--- src/design/ogp_pkg.sv ---
package ogp_pkg;

  localparam int MAX_WIDTH    = 1024;
  localparam int SLOT_COUNT   = MAX_WIDTH / 2;
  localparam int COL_W        = $clog2(MAX_WIDTH);
  localparam int SLOT_W       = $clog2(SLOT_COUNT);
  localparam int WIDTH_REG_W  = 11;
  localparam int HEIGHT_REG_W = 13;
  localparam int ROW_W        = 12;
  localparam int CFG_DATA_W   = 13;
  localparam int CELL_W       = 8;
  localparam int POOL_W       = 7;

  localparam logic [WIDTH_REG_W-1:0]  WIDTH_MIN    = WIDTH_REG_W'(2);
  localparam logic [WIDTH_REG_W-1:0]  WIDTH_LIMIT  = WIDTH_REG_W'(MAX_WIDTH);
  localparam logic [WIDTH_REG_W-1:0]  WIDTH_RESET  = WIDTH_REG_W'(200);
  localparam logic [HEIGHT_REG_W-1:0] HEIGHT_MIN   = HEIGHT_REG_W'(2);
  localparam logic [HEIGHT_REG_W-1:0] HEIGHT_LIMIT = HEIGHT_REG_W'(4096);
  localparam logic [HEIGHT_REG_W-1:0] HEIGHT_RESET = HEIGHT_REG_W'(400);
  localparam logic [POOL_W-1:0]       OCCUPIED_VALUE = POOL_W'(100);
  localparam logic [POOL_W-1:0]       FREE_VALUE     = POOL_W'(0);

  typedef enum logic [0:0] {
    CFG_GRID_WIDTH  = 1'b0,
    CFG_GRID_HEIGHT = 1'b1
  } cfg_reg_t;

  typedef struct packed {
    logic              en;
    logic [SLOT_W-1:0] addr;
    logic              data;
  } line_wr_t;

endpackage

--- src/design/occupancy_grid_pool_2x2_unit.sv ---
// 2x2 binary pooling of an occupancy grid stream.
// Input channel (in_valid / in_ready): one signed cell per item, raster order.
// Output channel (out_valid / out_ready): one pooled item per 2x2 block,
// 100 if any cell of the block is nonzero, else 0; frame_last marks the
// final block of the frame.
// Configuration: cfg_write with cfg_index 0 sets grid_width, 1 sets
// grid_height; odd sizes are rounded down to even and the trailing column
// or row is consumed without output. Write only while the block is idle.
// Throughput: one item per cycle while in_ready is high; every item does
// at most one write and one read of the single-bit line store (one entry
// per pair of columns). The pooled item is valid the cycle after the second
// cell of the block's odd-row pair is accepted.
// Stall: the output register holds its item; in_ready stays high while the
// output register is empty or being taken, and drops otherwise.
// Reset: counters cleared, grid_width 200, grid_height 400, output empty.
// The line store is not cleared; every entry is written by an even row
// before the following odd row reads it.
module occupancy_grid_pool_2x2_unit
  import ogp_pkg::*;
(
  input  logic                    clk,
  input  logic                    rst,
  input  logic                    cfg_write,
  input  logic [0:0]              cfg_index,
  input  logic [CFG_DATA_W-1:0]   cfg_data,
  input  logic                    in_valid,
  output logic                    in_ready,
  input  logic signed [CELL_W-1:0] cell_value,
  output logic                    out_valid,
  input  logic                    out_ready,
  output logic [POOL_W-1:0]       pooled_value,
  output logic                    frame_last
);

  logic [WIDTH_REG_W-1:0]  grid_width;
  logic [HEIGHT_REG_W-1:0] grid_height;
  logic [COL_W-1:0]        column_count;
  logic [COL_W-1:0]        column_count_next;
  logic [ROW_W-1:0]        row_count;
  logic [ROW_W-1:0]        row_count_next;
  logic                    pair_occupied;

  logic [WIDTH_REG_W-1:0]  w_eff;
  logic [WIDTH_REG_W-1:0]  used_w;
  logic [HEIGHT_REG_W-1:0] h_eff;
  logic [HEIGHT_REG_W-1:0] used_h;
  logic [WIDTH_REG_W-1:0]  col_ext;
  logic [WIDTH_REG_W-1:0]  col_inc;
  logic [HEIGHT_REG_W-1:0] row_ext;
  logic [HEIGHT_REG_W-1:0] row_inc;
  logic                    accept;
  logic                    in_grid;
  logic                    occ;
  logic                    pair;
  logic                    produce;
  logic                    last_block;
  line_wr_t                wr;
  logic [SLOT_W-1:0]       rd_addr;
  logic                    line_bit;

  assign accept = in_valid && in_ready;
  assign in_ready = !out_valid || out_ready;

  always_comb begin
    if (grid_width < WIDTH_MIN) begin
      w_eff = WIDTH_MIN;
    end else if (grid_width > WIDTH_LIMIT) begin
      w_eff = WIDTH_LIMIT;
    end else begin
      w_eff = grid_width;
    end
    if (grid_height < HEIGHT_MIN) begin
      h_eff = HEIGHT_MIN;
    end else if (grid_height > HEIGHT_LIMIT) begin
      h_eff = HEIGHT_LIMIT;
    end else begin
      h_eff = grid_height;
    end
    used_w = {w_eff[WIDTH_REG_W-1:1], 1'b0};
    used_h = {h_eff[HEIGHT_REG_W-1:1], 1'b0};

    col_ext = WIDTH_REG_W'(column_count);
    col_inc = col_ext + WIDTH_REG_W'(1);
    row_ext = HEIGHT_REG_W'(row_count);
    row_inc = row_ext + HEIGHT_REG_W'(1);

    in_grid    = (col_ext < used_w) && (row_ext < used_h);
    occ        = (cell_value != '0);
    pair       = pair_occupied || occ;
    produce    = in_grid && column_count[0] && row_count[0];
    last_block = (row_ext == used_h - HEIGHT_REG_W'(1))
              && (col_ext == used_w - WIDTH_REG_W'(1));

    wr.en   = accept && in_grid && column_count[0] && !row_count[0];
    wr.addr = column_count[COL_W-1:1];
    wr.data = pair;

    if (col_inc >= w_eff) begin
      column_count_next = '0;
      row_count_next = (row_inc >= h_eff) ? '0 : row_inc[ROW_W-1:0];
    end else begin
      column_count_next = col_inc[COL_W-1:0];
      row_count_next = (row_ext >= h_eff) ? '0 : row_count;
    end

    // address of the pair the next item falls into
    rd_addr = accept ? column_count_next[COL_W-1:1] : column_count[COL_W-1:1];
  end

  always_ff @(posedge clk) begin
    if (rst) begin
      grid_width  <= WIDTH_RESET;
      grid_height <= HEIGHT_RESET;
    end else if (cfg_write) begin
      case (cfg_index)
        CFG_GRID_WIDTH:  grid_width  <= cfg_data[WIDTH_REG_W-1:0];
        CFG_GRID_HEIGHT: grid_height <= cfg_data[HEIGHT_REG_W-1:0];
        default: ;
      endcase
    end
  end

  always_ff @(posedge clk) begin
    if (rst) begin
      column_count  <= '0;
      row_count     <= '0;
      pair_occupied <= 1'b0;
    end else if (accept) begin
      column_count <= column_count_next;
      row_count    <= row_count_next;
      if (in_grid && !column_count[0]) begin
        pair_occupied <= occ;
      end
    end
  end

  always_ff @(posedge clk) begin
    if (rst) begin
      out_valid <= 1'b0;
    end else if (in_ready) begin
      out_valid <= accept && produce;
    end
  end

  always_ff @(posedge clk) begin
    if (accept && produce) begin
      pooled_value <= (line_bit || pair) ? OCCUPIED_VALUE : FREE_VALUE;
      frame_last   <= last_block;
    end
  end

  ogp_line_store u_line_store (
    .clk     (clk),
    .wr      (wr),
    .rd_addr (rd_addr),
    .rd_data (line_bit)
  );

  a_pool_value: assert property (@(posedge clk) disable iff (rst)
    out_valid |-> (pooled_value == OCCUPIED_VALUE) || (pooled_value == FREE_VALUE))
    else $error("pooled item holds an illegal value");

  a_result_loaded: assert property (@(posedge clk) disable iff (rst)
    (accept && produce) |=> out_valid)
    else $error("block result lost");

  a_forward: assert property (@(posedge clk) disable iff (rst)
    (wr.en && (wr.addr == rd_addr)) |=> (line_bit == $past(wr.data)))
    else $error("line store forwarding failed");

  a_result_parity: assert property (@(posedge clk) disable iff (rst)
    (accept && produce) |-> (column_count[0] && row_count[0] && !wr.en))
    else $error("result on an even cell or row");

endmodule

--- src/design/ogp_line_store.sv ---
module ogp_line_store
  import ogp_pkg::*;
(
  input  logic              clk,
  input  line_wr_t          wr,
  input  logic [SLOT_W-1:0] rd_addr,
  output logic              rd_data
);

  logic mem [SLOT_COUNT];

  always_ff @(posedge clk) begin
    if (wr.en) begin
      mem[wr.addr] <= wr.data;
    end
  end

  // read every cycle, new data forwarded on a same-entry write
  always_ff @(posedge clk) begin
    if (wr.en && (wr.addr == rd_addr)) begin
      rd_data <= wr.data;
    end else begin
      rd_data <= mem[rd_addr];
    end
  end

endmodule
--- config.mk ---
export PLATFORM = sky130hd
export DESIGN_NAME = occupancy_grid_pool_2x2_unit
export DESIGN_NICKNAME = d
export VERILOG_FILES = /design/src/design/ogp_pkg.sv /design/src/design/occupancy_grid_pool_2x2_unit.sv /design/src/design/ogp_line_store.sv
export SDC_FILE = /design/constraint.sdc
export NUM_CORES = 1
export LEC_CHECK = 0
export BUFFER_PORTS_ARGS = -buffer_cell sky130_fd_sc_hd__buf_2
export CAP_MARGIN = 10
export CORE_UTILIZATION = 50
export CTS_CLUSTER_DIAMETER = 40
export DETAILED_ROUTE_END_ITERATION = 6
export PLACE_DENSITY = 0.69
export SETUP_SLACK_MARGIN = 0.2
export SLEW_MARGIN = 10
export SYNTH_ARGS = -nofsm -noshare
export SYNTH_HDL_FRONTEND = slang
export SYNTH_HIERARCHICAL = 1
export SYNTH_SLANG_ARGS = --single-unit
--- constraint.sdc ---
create_clock -name clk -period 6.15 [get_ports clk]
set_input_delay 1.23 -clock clk [delete_from_list [all_inputs] [get_ports clk]]
set_output_delay 1.23 -clock clk [all_outputs]
set_load 0.01 [all_outputs]
==> flow_metrics.py, run 1 <==
metrics = {
    "outcome": {
        "outcome": "completed",
    },
    "sta": {
        "worst_slew_pin_slew_ps": 1210,
        "setup_tns_ps": 0,
        "post-route-period-util": 0.865,
        "clock_skew_ps": 28.5,
        "relSlewSlack": 0.191,
        "hold-worst-slack_ps": 486,
        "slew_viol_final": 0,
        "max_freq_mhz": 188,
        "rsz0062_at_grt": "false",
        "hold_violations": 0,
        "setup_viol": 0,
        "fin_crit_ps": 5320,
    },
    "cells_and_area": {
        "final.fill_count": 4297,
        "syn2layout_area_growth_pct": 12.1,
        "multi_input_area_sq_um": 9650,
        "fin_cells": 2963,
        "drive_gt1_frac": 0.133,
        "diodes": 0,
        "fin_nets": 2276,
        "final-seq-area_sq_um": 16600,
    },
    "route": {
        "route.detailed.drc": 0,
        "ant_nets": 0,
        "vias_per_cell": 6.06,
        "wl_per_cell_um": 22.2,
        "drt_wl_total_um": 65900,
        "drtIter0Drc": 1811,
        "drt_first_pass_iters": 5,
        "via_count": 17968,
    },
    "cts": {
        "cts.clk_slew.worst_paths_ps": 50,
        "root_buffer": "clkbuf_16",
        "postCtsHoldBufs": 0,
        "cts_setup_buffers": 0,
        "cts_tree": "yes",
        "insertion_delay_ps": 610,
        "cts_htree_levels": 3,
        "cts_buffer_depth": 3,
        "cts_made_buffers": 83,
        "cts-resized-gates": 0,
        "cts.sinks": 571,
    },
    "hold_path": {
        "hold_end": "grid_height[0]",
        "hp-class": "reg2reg",
        "min-delay-start": "grid_height[0]",
        "holdPathStages": 2,
    },
    "grt": {
        "grt_max_degree": 219,
        "overflow": 0,
        "grt.total_usage": 0.239,
        "grt_pass1_vias": 17948,
        "grt_pass1_wl_um": 102000,
        "antenna_found_initial": 3,
    },
    "synth": {
        "synth_edf_count": 514,
        "ys_types": 77,
        "ys_async_sr_fraction": 0,
        "synth_top_cell_by_area": "edfxtp_1",
        "yosysTopAreaCellShare": 0.567,
        "synth_cells": 2217,
        "synth-seq-cells": 571,
        "syn_area_sq_um": 27200,
        "ys.warnings.count": 6,
        "ys_top_cells_by_area": "edfxtp_1 (57%), nor2_1 (7.8%), mux2i_1 (4.6%), mux4_2 (4.2%), dfxtp_1 (4.2%)",
        "synth_ff_type": "edfxtp_1",
        "postSynthAreaPerCell_sq_um": 12.3,
        "synth-seq-area-share": 0.609,
    },
    "worst_setup_path": {
        "endpoint_kind": "register",
        "startpoint": "grid_height[3]",
        "rrSetupSlack_ps": 830,
        "critPathArrivalTime_ps": 5620,
        "path_max_fanout": 17,
        "startpoint_type": "register",
        "reg2reg_depth": 17,
        "r2r_end": "u_line_store/mem[63]",
        "r2r_start": "grid_height[3]",
        "worst-setup-path-type": "reg2reg",
        "cp.required_ps": 6450,
    },
    "place": {
        "portBuffers": 32,
        "place_inst": 2810,
        "gp_congestion": 0.876,
        "dpl.hpwl_um": 38700,
    },
    "pwr": {
        "leakage_nw": 11.0,
        "irDropWorstVdd_uv": 200,
        "p_switching_mw": 1.98,
        "p_clk_frac": 0.513,
        "cellPowerDensity_nw_per_um2": 304,
        "p_total_mw": 9.29,
        "combPwrFrac": 0.033,
        "p_int_mw": 7.31,
        "switching_share": 0.213,
        "pwr-share-seq": 0.455,
    },
    "floorplanning": {
        "chipHeight_um": 235,
        "start_util": 0.506,
        "die_w_um": 235,
        "coreArea_sq_um": 53800,
        "pin_count": 37,
        "die-area_sq_um": 55400,
        "rows": 85,
    },
    "job": {
        "drv_cap": 0,
    },
}
## worst max-delay path, cell delays in order, from the launching register on
cell     delay, ps
dfxtp_1        340
or4_1          710
nor4_4         350
nor3b_4        380
nor2b_1        160
o21ai_0        180
inv_1          120
ha_1           140
nor2b_1         40
o21a_1         160
o21a_1         160
o21ai_0        160
nand3_1        180
nor3b_1        550
and3_1         340
nand3_2        420
buf_4          430
nor2_1         180
## power by group through the flow
| stage | registers (mW) | clock network [mW] | logic [mW] |
|---|---|---|---|
| 2_1_floorplan | 4.27 | 0 | 0.304 |
| 3_3_place_gp | 4.30 | 0 | 0.302 |
| 3_5_place_dp | 4.30 | 0 | 0.305 |
| 4_1_cts | 4.22 | 4.83 | 0.306 |
| 5_1_grt | 4.22 | 4.98 | 0.329 |
| 6_report | 4.22 | 4.76 | 0.304 |
## per-stage QoR
step / setup WS, ps / utilization / cell area, sq um
4_1_cts: 897 / 0.567 / 30500
5_1_grt: 483 / 0.567 / 30500
3_3_place_gp: 1070 / 0.515 / 27700
2_1_floorplan: 484 / - / 27300
6_report: 831 / 0.567 / 30500
3_5_place_dp: 970 / 0.515 / 27700
## kinds of logic after synthesis
| logic type | synth area share |
|---|---|
| flops | 0.609 |
| compound gates | 0.0709 |
| mux | 0.109 |
| other cells | 0.000138 |
| xor+xnor | 0.00772 |
| fa+ha+maj | 0.0230 |
| simple gates | 0.142 |
| buf+inv | 0.0388 |
## state kept, by name, summed over array words and instances, names as in the netlist, named ones only
signal	count
u_line_store/mem	512
grid_height	13
row_count	12
grid_width	11
column_count	10
frame_last	1
out_valid	1
pair_occupied	1
pooled_value	1
## cell type report
| type | instances | area share |
|---|---|---|
| clock inverter | 57 | 0.0188 |
| clock buffer | 96 | 0.0741 |
| multi-input combinational | 1454 | 0.316 |
| timing repair buffer | 74 | 0.0176 |
| sequential | 571 | 0.543 |
| inverter | 15 | 0.00184 |
| tap | 696 | 0.0285 |
## placed cells by master, fill, tap and decap left out, drive strengths merged, types with 8 or more instances in the layout
cell,synthesis,final
bufinv,0,8
nand3,27,27
nand3b,11,11
a21o,10,10
clkbuf,112,96
clkinv,3,28
dfxtp,57,57
mux2i,124,124
xnor2,13,13
or3,9,9
o21ai,38,38
ha,50,50
and3,15,15
xor2,11,11
a22o,8,8
nand2,157,157
nor3b,9,9
o221ai,58,58
inv,12,20
o211ai,14,14
nor3,16,16
nor4,11,11
nor2b,23,23
a21oi,88,88
or2,9,9
clkinvlp,0,16
nand4,8,8
edfxtp,514,514
nand2b,19,19
nor2,564,564
o22ai,28,28
mux4,72,72
buf,67,74
## routing by layer
metal | vias to the layer above | share of wire | track usage
li1 | 8116 | - | -
met1 | 9057 | 0.40 | 0.309
met2 | 668 | 0.50 | 0.408
met3 | 121 | 0.069 | 0.0382
met4 | 6 | 0.024 | 0.0846
met5 | - | 0.00065 | 0
## worst max path at each step
stage	slack, ps	to	cells past startpoint
floorplan	480	u_line_store/mem[0]	3
global placement	1070	u_line_store/mem[191]	17
detailed placement	970	u_line_store/mem[271]	17
CTS	900	u_line_store/mem[63]	17
global route	480	u_line_store/mem[111]	17
finish	830	u_line_store/mem[63]	17
## cells in the mapped netlist, drive strengths merged, types with 2 or more instances
master	instances
a2111o	4
a211o	3
a211oi	3
a21o	10
a21oi	88
a22o	8
a31oi	2
and2	5
and3	15
and3b	2
buf	67
clkbuf	112
clkinv	3
dfxtp	57
edfxtp	514
ha	50
inv	12
mux2	3
mux2i	124
mux4	72
nand2	157
nand2b	19
nand3	27
nand3b	11
nand4	8
nor2	564
nor2b	23
nor3	16
nor3b	9
nor4	11
o2111ai	3
o211ai	14
o21a	3
o21ai	38
o221ai	58
o22ai	28
o311a	2
o311ai	2
o31ai	6
or2	9
or3	9
or4	4
xnor2	13
xor2	11
Note: power is estimated with default switching activity, not from simulation.
==> run 2: changes to the inputs <==
--- a/config.mk
+++ b/config.mk
@@ -5,12 +5,13 @@
 export SDC_FILE = /design/constraint.sdc
 export NUM_CORES = 1
 export LEC_CHECK = 0
+export ABC_AREA = 1
 export BUFFER_PORTS_ARGS = -buffer_cell sky130_fd_sc_hd__buf_2
 export CAP_MARGIN = 10
-export CORE_UTILIZATION = 50
+export CORE_UTILIZATION = 45
 export CTS_CLUSTER_DIAMETER = 40
 export DETAILED_ROUTE_END_ITERATION = 6
-export PLACE_DENSITY = 0.69
+export PLACE_DENSITY = 0.63
 export SETUP_SLACK_MARGIN = 0.2
 export SLEW_MARGIN = 10
 export SYNTH_ARGS = -nofsm -noshare
==> run 2 against run 1 <==
Register-to-register slack improved by 400 ps. Sequential power barely moved. Total power rose by 4.9%. Via count rose by 20%. Core utilization fell by 5.5 points. Critical path type unchanged. Critical endpoint is now u_line_store/mem[51]. Highest routed layer unchanged.
==> flow_metrics.py, run 2 <==
metrics = {
    "worst_setup_path": {
        "worst_path_dominant_cell_family": "simple AND/OR/NAND/NOR gates",
        "crit_top_cell": "nand2_1",
        "critPathSlowestCell": "nand2_2",
        "path_max_fanout": 32,
        "cp_num_buf_inv": 1,
        "slowest_delay_ps": 870,
        "startpoint_type": "register",
        "cp.required_ps": 6450,
        "endpoint_kind": "register",
        "critPathArrivalTime_ps": 5220,
        "worst-setup-path-type": "reg2reg",
        "crit_chain": "nor2_1, nand2_1, nor2_2, nand2_1, nand2_2, nand2_1, ha_1, a21o_1, a22oi_1, o21ai_0, nor3_1, nand2_1, nor2_1, inv_1, nor3_1, nand2_2, nor2_1",
    },
    "cells_and_area": {
        "final_common_cell": "nand2_1",
        "top_regs": "u_line_store/mem x512, grid_height x13, row_count x12",
        "design_area_sq_um": 31100,
        "largest-register": "u_line_store/mem",
        "largest_register_ffs": 512,
        "fin_nets": 3050,
        "drive_gt1_frac": 0.0807,
        "syn2layout_area_growth_pct": 11.7,
        "layout_common_cells": "nand2_1 (750), nor2_1 (591), nand3_1 (553), edfxtp_1 (514), inv_1 (104)",
        "final_util": 0.512,
        "diodes": 0,
    },
    "synth": {
        "synth_edf_count": 514,
        "synth_ff_type": "edfxtp_1",
        "synth_top_cell_by_area": "edfxtp_1",
        "synth-seq-area-share": 0.596,
        "ys.warnings.count": 6,
        "synth_cells": 3042,
        "ys_async_sr_fraction": 0,
        "syn_area_sq_um": 27800,
        "postSynthAreaPerCell_sq_um": 9.15,
        "yosysMostFrequentCell": "nand2_1",
        "synth-seq-cells": 571,
        "ys_top_cells_by_count": "nand2_1 (766), nor2_1 (591), nand3_1 (553)",
        "ys_types": 47,
        "yosysTopAreaCellShare": 0.555,
        "ys_top_cells_by_area": "edfxtp_1 (55%), nand2_1 (10%), nand3_1 (9.9%), nor2_1 (8.0%), dfxtp_1 (4.1%)",
    },
    "sta": {
        "setup_slack_ps": 1230,
        "worst_slew_pin_slew_ps": 1290,
        "max_freq_mhz": 203,
        "fin_crit_ps": 4920,
        "setup_tns_ps": 0,
        "rsz0062_at_grt": "false",
        "post-route-period-util": 0.800,
        "relSlewSlack": 0.136,
        "hold_violations": 0,
        "setup_viol": 0,
        "slew_viol_final": 0,
        "clock_skew_ps": 33.0,
    },
    "pwr": {
        "p_switching_mw": 2.28,
        "cellPowerDensity_nw_per_um2": 314,
        "combPwrFrac": 0.045,
        "p_clk_frac": 0.522,
        "pwr-share-seq": 0.434,
        "p_int_mw": 7.46,
        "switching_share": 0.234,
        "irDropWorstVdd_uv": 239,
        "leakage_nw": 11.9,
        "p_total_mw": 9.75,
    },
    "route": {
        "ant_nets": 0,
        "vias_per_cell": 5.64,
        "drtIter0Drc": 2120,
        "route.detailed.drc": 0,
        "wl_per_cell_um": 19.5,
        "via_count": 21602,
        "drt_wl_total_um": 74700,
        "drt_first_pass_iters": 6,
    },
    "place": {
        "dpl.hpwl_um": 39800,
        "gp_congestion": 0.872,
        "dp_slack_ps": 1240,
        "portBuffers": 32,
        "post_dp_cell_area_sq_um": 28000,
    },
    "cts": {
        "postCtsHoldBufs": 0,
        "cts-resized-gates": 0,
        "cts_htree_levels": 3,
        "cts_tree": "yes",
        "root_buffer": "clkbuf_16",
        "cts.sinks": 571,
        "cts_made_buffers": 89,
        "cts.clk_slew.worst_paths_ps": 50,
        "cts_setup_buffers": 0,
        "cts_buffer_depth": 3,
        "insertion_delay_ps": 630,
    },
    "floorplanning": {
        "chipHeight_um": 251,
        "coreArea_sq_um": 60700,
        "pin_count": 37,
        "die_w_um": 251,
        "start_util": 0.458,
        "rows": 90,
        "die-area_sq_um": 62800,
    },
    "hold_path": {
        "hp-class": "reg2reg",
    },
    "grt": {
        "grt_use_met2": 0.407,
        "grt_max_degree": 183,
        "use_met3": 0.0394,
        "antenna_found_initial": 1,
        "grt_util_met1": 0.307,
        "grt.total_usage": 0.238,
        "grt_pass1_wl_um": 116000,
        "grt_pass1_vias": 20800,
        "overflow": 0,
        "busiest_layer": "met2",
    },
    "job": {
        "drv_cap": 0,
    },
    "outcome": {
        "outcome": "completed",
    },
}
-- run 2: cell count changes in the layout (fill, tap and decap cells not counted), sizes merged, moves of 12 or more --
| cell | change |
|---|---|
| nand2 | +612 |
| nand3 | +528 |
| mux2i | -124 |
| inv | +105 |
| mux4 | -72 |
| o221ai | -58 |
| a21oi | -37 |
| nor2 | +31 |
| o22ai | -28 |
| buf | -24 |
| nor2b | -23 |
| nand2b | -19 |
| and3 | -15 |
| xnor2 | -12 |
-- run 2: power by group through the flow --
stage / sequential (mW) / clock [mW] / combinational [mW]
global route: 4.23 / 5.32 / 0.480
floorplan: 4.27 / 0 / 0.385
global placement: 4.30 / 0 / 0.425
CTS: 4.23 / 5.15 / 0.433
finish: 4.23 / 5.09 / 0.434
detailed placement: 4.31 / 0 / 0.430
-- run 2: layer usage --
| layer | vias up | share of wire | routed length [um] |
|---|---|---|---|
| li1 | 10109 | - | - |
| met1 | 10535 | 0.41 | 30600 |
| met2 | 817 | 0.49 | 36600 |
| met3 | 139 | 0.076 | 5700 |
| met4 | 2 | 0.024 | 1780 |
| met5 | - | 0.00017 | 13 |
-- run 2: path summary, 6_finish.rpt --
check	start	to	slack [ps]	cells after the start
setup / recovery	grid_height[6]	u_line_store/mem[51]	1230	17
hold / removal	grid_width[0]	grid_width[0]	480	2
setup reg to reg	grid_height[6]	u_line_store/mem[51]	1230	17
hold reg to reg	grid_width[0]	grid_width[0]	480	2
-- run 2: logic make-up after synthesis --
group	Yosys count	share of synthesized area
XOR/XNOR	18	0.00616
flip-flops	571	0.596
other	1	0.000135
AND/OR/NAND/NOR	1964	0.295
adder cells (fa/ha/maj)	50	0.0225
AO/OA/AOI/OAI	114	0.0232
buffers and inverters	324	0.0572
-- run 2: layout make-up --
cell class              instances  area (sq um)
well taps                     782           978
multi-input cells            2150          9720
clock buffers                  97          2290
repair buffers                 50           308
inverters                     111           427
flip-flops and latches        571         16600
clock inverters                70           776
fillers                      5579         29600
-- run 2: tightest hold or removal path, delay by kind of cell (launching register included) --
family                 cells  cell delay (ps)
AOI/OAI and AO/OA          1               50
buffers and inverters      1               70
DFF                        1              310
-- run 2: per-stage QoR --
step | cells | hold WS (ps)
finish | 3831 | 476
global route | 3831 | 498
CTS | 3831 | 481
detailed placement | 3664 | 473
global placement | 3664 | 465
floorplan | 3045 | 444
